[src/ifc_pkg.sv]
// shared types, constants and functions of the image framer
// no dependencies
package ifc_pkg;

	localparam int unsigned HDR_SIZE  = 28;
	localparam int unsigned HDR_IDX_W = $clog2(HDR_SIZE);
	localparam int unsigned TRL_SIZE  = 4;

	localparam logic [HDR_IDX_W-1:0] HDR_LAST = HDR_IDX_W'(HDR_SIZE - 1);
	localparam logic [1:0]           TRL_LAST = 2'(TRL_SIZE - 1);

	localparam logic [31:0] CRC_POLY    = 32'hEDB8_8320;
	localparam logic [31:0] CRC_INIT    = 32'hFFFF_FFFF;
	localparam logic [31:0] HDR_MAGIC   = 32'h4946_454E;
	localparam logic [15:0] HDR_VERSION = 16'h0001;
	localparam logic [31:0] HDR_WSIZE   = 32'(HDR_SIZE);
	localparam logic [31:0] TOTAL_EXTRA = 32'(HDR_SIZE + TRL_SIZE);

	localparam logic [31:0] RST_PAYLOAD_LENGTH  = 32'h0000_0000;
	localparam logic [7:0]  RST_ARCH_CODE       = 8'h10;
	localparam logic [31:0] RST_SERVICE_VERSION = 32'h0001_0000;

	typedef enum logic [1:0] {
		REG_PAYLOAD_LENGTH  = 2'd0,
		REG_ARCH_CODE       = 2'd1,
		REG_SERVICE_VERSION = 2'd2
	} cfg_reg_t;

	typedef enum logic [1:0] {
		PH_NONE,
		PH_HDR,
		PH_DATA,
		PH_TRL
	} phase_t;

	typedef struct packed {
		logic [31:0] payload_length;
		logic [7:0]  arch_code;
		logic [31:0] service_version;
	} cfg_t;

	typedef struct packed {
		logic       valid;
		logic [7:0] data;
		logic       last_of_run;
		logic       frame_end;
	} emit_t;

	typedef struct packed {
		logic       upd;
		logic       clr;
		logic [7:0] data;
	} crc_ctl_t;

	// one byte of reflected crc-32, bit steps unrolled
	function automatic logic [31:0] crc_byte(logic [31:0] c, logic [7:0] b);
		logic [31:0] r;
		r = c ^ {24'h0, b};
		for (int k = 0; k < 8; k++) begin
			r = r[0] ? (CRC_POLY ^ (r >> 1)) : (r >> 1);
		end
		return r;
	endfunction

	// header byte at offset idx, little-endian words
	function automatic logic [7:0] hdr_byte(logic [HDR_IDX_W-1:0] idx, logic [7:0] arch,
		logic [31:0] sver, logic [31:0] total);
		logic [7:0] b;
		unique case (idx)
			5'd0:  b = HDR_MAGIC[7:0];
			5'd1:  b = HDR_MAGIC[15:8];
			5'd2:  b = HDR_MAGIC[23:16];
			5'd3:  b = HDR_MAGIC[31:24];
			5'd4:  b = HDR_VERSION[7:0];
			5'd5:  b = HDR_VERSION[15:8];
			5'd6:  b = arch;
			5'd8:  b = HDR_WSIZE[7:0];
			5'd9:  b = HDR_WSIZE[15:8];
			5'd10: b = HDR_WSIZE[23:16];
			5'd11: b = HDR_WSIZE[31:24];
			5'd20: b = sver[7:0];
			5'd21: b = sver[15:8];
			5'd22: b = sver[23:16];
			5'd23: b = sver[31:24];
			5'd24: b = total[7:0];
			5'd25: b = total[15:8];
			5'd26: b = total[23:16];
			5'd27: b = total[31:24];
			default: b = 8'h00;
		endcase
		return b;
	endfunction

endpackage

[src/ifc_crc.sv]
// running crc-32 register of the image framer
// depends on ifc_pkg
module ifc_crc import ifc_pkg::*; (
	input  logic        clk,
	input  logic        arst_n,
	input  crc_ctl_t    ctl,
	output logic [31:0] crc
);

	logic [31:0] crc_q;

	always_ff @(posedge clk or negedge arst_n) begin
		if (!arst_n) begin
			crc_q <= CRC_INIT;
		end else if (ctl.clr) begin
			crc_q <= CRC_INIT;
		end else if (ctl.upd) begin
			crc_q <= crc_byte(crc_q, ctl.data);
		end
	end

	assign crc = crc_q;

endmodule

[src/ifc_seq.sv]
// input stage and byte sequencer: header, payload byte, crc trailer
// depends on ifc_pkg
module ifc_seq import ifc_pkg::*; (
	input  logic        clk,
	input  logic        arst_n,
	input  logic        in_valid,
	output logic        in_stall,
	input  logic [7:0]  data_byte,
	input  logic        has_byte,
	input  logic        last_item,
	input  cfg_t        cfg,
	input  logic [31:0] crc,
	input  logic        out_ready,
	output emit_t       emit,
	output crc_ctl_t    crc_ctl
);

	logic                 valid_s1;
	logic [7:0]           data_s1;
	logic                 has_s1;
	logic                 last_s1;
	logic                 mid_q;
	phase_t               phase_q;
	logic [HDR_IDX_W-1:0] idx_q;
	logic                 in_frame_q;

	phase_t               start_phase;
	phase_t               cur_phase;
	logic [HDR_IDX_W-1:0] cur_idx;
	phase_t               nxt_phase;
	logic [HDR_IDX_W-1:0] nxt_idx;
	logic                 item_done;
	logic                 go;
	logic                 in_accept;
	logic [31:0]          total;
	logic [31:0]          crc_out;
	logic [7:0]           byte_c;
	logic                 frame_end_c;

	// position within the current item
	always_comb begin
		if (!in_frame_q) begin
			start_phase = PH_HDR;
		end else if (has_s1) begin
			start_phase = PH_DATA;
		end else if (last_s1) begin
			start_phase = PH_TRL;
		end else begin
			start_phase = PH_NONE;
		end
		cur_phase = mid_q ? phase_q : start_phase;
		cur_idx   = mid_q ? idx_q : '0;
	end

	// next position
	always_comb begin
		nxt_phase = cur_phase;
		nxt_idx   = cur_idx;
		item_done = 1'b0;
		unique case (cur_phase)
			PH_HDR: begin
				if (cur_idx != HDR_LAST) begin
					nxt_idx = cur_idx + 1'b1;
				end else begin
					nxt_idx = '0;
					priority if (has_s1) begin
						nxt_phase = PH_DATA;
					end else if (last_s1) begin
						nxt_phase = PH_TRL;
					end else begin
						item_done = 1'b1;
					end
				end
			end
			PH_DATA: begin
				nxt_idx = '0;
				if (last_s1) begin
					nxt_phase = PH_TRL;
				end else begin
					item_done = 1'b1;
				end
			end
			PH_TRL: begin
				if (cur_idx[1:0] != TRL_LAST) begin
					nxt_idx = cur_idx + 1'b1;
				end else begin
					item_done = 1'b1;
				end
			end
			PH_NONE: item_done = 1'b1;
		endcase
	end

	// emitted byte and crc control
	always_comb begin
		total       = cfg.payload_length + TOTAL_EXTRA;
		crc_out     = ~crc;
		frame_end_c = (cur_phase == PH_TRL) && (cur_idx[1:0] == TRL_LAST);
		unique case (cur_phase)
			PH_HDR:  byte_c = hdr_byte(cur_idx, cfg.arch_code, cfg.service_version, total);
			PH_DATA: byte_c = data_s1;
			PH_TRL:  byte_c = crc_out[{cur_idx[1:0], 3'b000} +: 8];
			PH_NONE: byte_c = 8'h00;
		endcase
		go = valid_s1 && ((cur_phase == PH_NONE) || out_ready);

		emit.valid       = valid_s1 && (cur_phase != PH_NONE);
		emit.data        = byte_c;
		emit.last_of_run = item_done;
		emit.frame_end   = frame_end_c;

		crc_ctl.upd  = go && ((cur_phase == PH_HDR) || (cur_phase == PH_DATA));
		crc_ctl.clr  = go && frame_end_c;
		crc_ctl.data = byte_c;
	end

	assign in_stall  = valid_s1 && !(go && item_done);
	assign in_accept = in_valid && !in_stall;

	always_ff @(posedge clk or negedge arst_n) begin
		if (!arst_n) begin
			valid_s1   <= 1'b0;
			mid_q      <= 1'b0;
			phase_q    <= PH_NONE;
			idx_q      <= '0;
			in_frame_q <= 1'b0;
		end else begin
			if (in_accept) begin
				valid_s1 <= 1'b1;
			end else if (go && item_done) begin
				valid_s1 <= 1'b0;
			end
			if (go) begin
				mid_q   <= !item_done;
				phase_q <= nxt_phase;
				idx_q   <= nxt_idx;
				if (frame_end_c) begin
					in_frame_q <= 1'b0;
				end else if (cur_phase == PH_HDR) begin
					in_frame_q <= 1'b1;
				end
			end
		end
	end

	always_ff @(posedge clk) begin
		if (in_accept) begin
			data_s1 <= data_byte;
			has_s1  <= has_byte;
			last_s1 <= last_item;
		end
	end

endmodule

[src/image_framer_with_crc32.sv]
// image framer: 28-byte header, payload bytes, crc-32 trailer, one byte per transaction
// first result is registered from the input stage into the output register; the output register moves one
// byte per cycle while out_stall is low, so an item holds the input stage until all its results are taken:
// one result for a plain payload byte, up to 33 for a single-item frame
// reset: registers to their defaults, crc all ones, no frame open, both stages empty
module image_framer_with_crc32 import ifc_pkg::*; (
	input  logic        clk,
	input  logic        arst_n,
	input  logic        in_valid,
	output logic        in_stall,
	input  logic [7:0]  data_byte,
	input  logic        has_byte,
	input  logic        last_item,
	output logic        out_valid,
	input  logic        out_stall,
	output logic [7:0]  out_byte,
	output logic        last_of_run,
	output logic        frame_end,
	input  logic        cfg_valid,
	output logic        cfg_ready,
	input  logic [1:0]  cfg_index,
	input  logic [31:0] cfg_data
);

	cfg_t        cfg_q;
	logic        out_valid_q;
	logic [7:0]  out_byte_q;
	logic        last_of_run_q;
	logic        frame_end_q;
	logic        out_ready;
	emit_t       emit;
	crc_ctl_t    crc_ctl;
	logic [31:0] crc;

	assign cfg_ready = 1'b1;

	always_ff @(posedge clk or negedge arst_n) begin
		if (!arst_n) begin
			cfg_q.payload_length  <= RST_PAYLOAD_LENGTH;
			cfg_q.arch_code       <= RST_ARCH_CODE;
			cfg_q.service_version <= RST_SERVICE_VERSION;
		end else if (cfg_valid && cfg_ready) begin
			unique case (cfg_index)
				REG_PAYLOAD_LENGTH:  cfg_q.payload_length  <= cfg_data;
				REG_ARCH_CODE:       cfg_q.arch_code       <= cfg_data[7:0];
				REG_SERVICE_VERSION: cfg_q.service_version <= cfg_data;
				default: ;
			endcase
		end
	end

	ifc_seq u_seq (
		.clk       (clk),
		.arst_n    (arst_n),
		.in_valid  (in_valid),
		.in_stall  (in_stall),
		.data_byte (data_byte),
		.has_byte  (has_byte),
		.last_item (last_item),
		.cfg       (cfg_q),
		.crc       (crc),
		.out_ready (out_ready),
		.emit      (emit),
		.crc_ctl   (crc_ctl)
	);

	ifc_crc u_crc (
		.clk    (clk),
		.arst_n (arst_n),
		.ctl    (crc_ctl),
		.crc    (crc)
	);

	// output register takes a new byte whenever it is empty or being drained
	assign out_ready = !out_valid_q || !out_stall;

	always_ff @(posedge clk or negedge arst_n) begin
		if (!arst_n) begin
			out_valid_q <= 1'b0;
		end else if (out_ready) begin
			out_valid_q <= emit.valid;
		end
	end

	always_ff @(posedge clk) begin
		if (out_ready && emit.valid) begin
			out_byte_q    <= emit.data;
			last_of_run_q <= emit.last_of_run;
			frame_end_q   <= emit.frame_end;
		end
	end

	assign out_valid   = out_valid_q;
	assign out_byte    = out_byte_q;
	assign last_of_run = last_of_run_q;
	assign frame_end   = frame_end_q;

endmodule

[config.mk]
export PLATFORM = sky130hd
export DESIGN_NAME = image_framer_with_crc32
export DESIGN_NICKNAME = d
export VERILOG_FILES = /design/src/ifc_pkg.sv /design/src/ifc_crc.sv /design/src/ifc_seq.sv /design/src/image_framer_with_crc32.sv
export SDC_FILE = /design/constraint.sdc
export NUM_CORES = 1
export LEC_CHECK = 0
export ABC_AREA = 1
export BUFFER_PORTS_ARGS = -buffer_cell sky130_fd_sc_hd__clkbuf_2
export CAP_MARGIN = 15
export CORE_MARGIN = 4
export CORE_UTILIZATION = 39
export DETAILED_ROUTE_END_ITERATION = 10
export HOLD_SLACK_MARGIN = 0.12
export PLACE_DENSITY = 0.55
export SLEW_MARGIN = 20
export SYNTH_ARGS = -nofsm -noshare
export SYNTH_HDL_FRONTEND = slang
export SYNTH_SLANG_ARGS = --single-unit
[constraint.sdc]
create_clock -name clk -period 8.3 [get_ports clk]
set_input_delay 1.245 -clock clk [delete_from_list [all_inputs] [get_ports clk]]
set_output_delay 1.245 -clock clk [all_outputs]
set_load 0.05 [all_outputs]
==> summary.txt <==
Htree depth -> 4
Synth cell count leaders -> 400 x nand2_1, 149 x inv_1, 147 x nand3_1
Hold_buf cts -> 0
Clock latency on the worst-skew pair -> 0.45 ns
Syn Inst Count -> 1,250
CP Capture Type -> output port
Final instance area -> 9790 um2
Critical Path Fanout Max -> 19
Clk sinks -> 135
Critical path class -> reg2out
Worst Skew -> 0.0224 ns
Final wirelength -> 26,800 um
CTS tree -> built
Syn_nets -> 1,310
Slew HR -> 0.355
CP required -> 7.05 ns
Fin. max-slew vios -> 0
Worst flop-to-flop path startpoint -> u_seq.mid_q$_DFFE_PN0P_
Routed len/inst -> 16.8 um
Most frequent cell after synthesis -> nand2_1
Crit share post-route -> 0.602
Final number of hold-violating endpoints -> 0
Core area -> 21,800 um2
Crit-path slowest cell -> dfrtp_1
Clk buf depth -> 2
DP Area -> 9190 um2
Synthesized flop and latch total -> 135
Post-cts sizing count -> 0
Die Height -> 157 um
Antenna-violating nets left -> 0
Yosys warnings -> 0
Top_reg_cell synth -> dfrtp_1
Top-area cell type share of the netlist area -> 0.234
Io pins -> 62
Min-delay src -> u_crc.crc[24]$_DFFE_PN1P_
Fin Setup TNS -> 0 ns
Vias -> 8,318
Synth cell types -> 45
# setup viols final -> 0
Synth async-reset ratio -> 0.852
Status -> completed
Worst-path cell chain -> nor2_1 -> inv_1 -> o21ai_0 -> inv_1 -> ha_1 -> inv_1 -> nor2_1 -> a211oi_1 -> nand2_1 -> nand2_1 -> inv_1 -> clkbuf_2
Internal reg-to-reg setup slack -> 4.15 ns
First-pass GRT wire length -> 43,200 um
IO Port Bufs -> 60
Hold Path Stages -> 2
Number of fill cells -> 2,288
Post-synth EDFFs -> 20
Final setup margin -> 3.31 ns
Period minus WS final -> 4.99 ns
Most used cell, CP -> inv_1
Hold endpoint -> u_crc.crc[24]$_DFFE_PN1P_
Layout cells sized above 1 -> 0.137
Crit start category -> register
Register area -> 3520 um2
Clk slew on worst S/H paths -> 0.07 ns
Maximum clock rate -> 200 MHz
Synth Cell Area -> 8680 um2
Die area -> 24,700 um2
Setup Buffers After CTS -> 0
Max cap viols -> 0
Critical Path AT -> 3.75 ns
Worst-margin pin slew -> 0.968 ns
Number of global-route vias before repair -> 7,933
Rows -> 54
Grt ovf -> 0
Post-DP HPWL -> 19,700 um
Initial Utilization -> 0.398
Inserted Diodes -> 0
Final nets -> 1,357
Largest net degree at the start of global routing -> 70
Syn-to-layout area delta -> 12.8%
R2r endpoint -> u_crc.crc[14]$_DFFE_PN1P_
Via density -> 5.23
Area of the multi-input gates -> 4370 um2
First-pass DRT Iterations -> 5
Ranking of synthesized cells by area -> dfrtp_1 23%, nand2_1 17%, dfstp_2 10%, nand3_1 8.5%, edfxtp_1 6.9%
Largest stage delay, worst path -> 0.56 ns
Starting DRT DRC Count -> 749
Avg Cell Area, Syn -> 6.94 um2
Fin util -> 0.449
Total CTS buffers -> 17
Leading area contributor after synthesis -> dfrtp_1
Post-synthesis sequential area ratio -> 0.406
Dpl ws -> 3.85 ns
# DRC -> 0
RePlAce Congestion -> 0.895
Tot GR Track Use -> 0.224
Initial antenna violation count -> 0
Top delay family on crit path -> buffers and inverters
R2R cell count -> 18
Hold WC Path Type -> reg2reg
Root Buffer -> clkbuf_16
Unrepaired setup endpoints after global routing -> no
WP buf/inv -> 5
Die width -> 157 um
[per-layer routing]
layer | vias to the layer above | track usage | part of all wire
met5 | - | 0 | 0
met4 | 0 | 0.0537 | 0.017
met3 | 28 | 0.0553 | 0.077
met2 | 296 | 0.338 | 0.44
met1 | 3846 | 0.326 | 0.47
li1 | 4148 | - | -
[final cells by class]
class,count,share of cell area
Sequential cell,135,0.360
Clock buffer,17,0.0435
Multi-Input combinational cell,917,0.446
Inverter,158,0.0606
Timing Repair Buffer,68,0.0371
Tap cell,280,0.0358
Clock inverter,15,0.0174
[worst min-delay path, delay by kind of cell, from the launching register on]
family	cells	cell delay [ns]
DFF	1	0.37
and+or+nand+nor	2	0.10
[cell usage in the layout (no fill, tap or decap), types with 3 or more instances in the layout]
cell type  instances
nor2_1            91
inv_8              7
xor2_1            13
o21bai_1           6
nor2_2             4
nand3_2            7
inv_6              3
ha_1              11
inv_2              7
clkinv_8           3
o22ai_1           13
nand2_1          400
buf_4              9
edfxtp_1          20
clkbuf_16         17
dfrtp_1           81
dfstp_2           34
clkbuf_2          59
nand3_1          145
o21ai_1            7
o211ai_1           9
nor2_4             3
inv_1            149
o21ai_0          104
nand2_2           19
a21oi_1           24
nand4_1           33
[state kept, by name, summed over array words and instances, names as in the netlist]
name / cells
cfg_q: 72
frame_end: 1
last_of_run: 1
out_byte: 8
out_valid: 1
u_crc.crc: 32
u_seq.data_s1: 8
u_seq.has_s1: 1
u_seq.idx_q: 5
u_seq.in_frame_q: 1
u_seq.last_s1: 1
u_seq.mid_q: 1
u_seq.phase_q: 2
u_seq.valid_s1: 1
[cell families (layout without fill, tap and decap cells)]
| group | count (synthesis) | in the layout | share of synthesized area |
|---|---|---|---|
| buffers and inverters | 198 | 258 | 0.0926 |
| other | 1 | 1 | 0.000432 |
| xor gates and xnor gates | 15 | 15 | 0.0160 |
| AOI/OAI and AO/OA | 177 | 177 | 0.113 |
| adders and majority gates | 11 | 11 | 0.0159 |
| DFF | 135 | 135 | 0.406 |
| and+or+nand+nor | 713 | 713 | 0.357 |
[worst max-delay path by stage]
| stage | start | end | slack, ns | cells past startpoint |
|---|---|---|---|---|
| CTS | u_seq.mid_q$_DFFE_PN0P_ | in_stall | 3.34 | 12 |
| detailed placement | u_seq.mid_q$_DFFE_PN0P_ | in_stall | 3.85 | 12 |
| global placement | u_seq.mid_q$_DFFE_PN0P_ | in_stall | 3.95 | 12 |
| floorplan | u_seq.mid_q$_DFFE_PN0P_ | in_stall | 4.51 | 13 |
| finish | u_seq.mid_q$_DFFE_PN0P_ | in_stall | 3.31 | 12 |
| global route | u_seq.mid_q$_DFFE_PN0P_ | in_stall | 2.92 | 12 |
[per-stage QoR]
step	hold slack [ns]	instances
5_1_grt	0.512	1590
3_3_place_gp	0.458	1558
4_1_cts	0.474	1590
6_report	0.473	1590
3_5_place_dp	0.462	1558
2_1_floorplan	0.446	1250
Power is left out: the tool's default activity adds up to more than one toggle a clock period on the data nets, which glitch-free logic cannot reach.
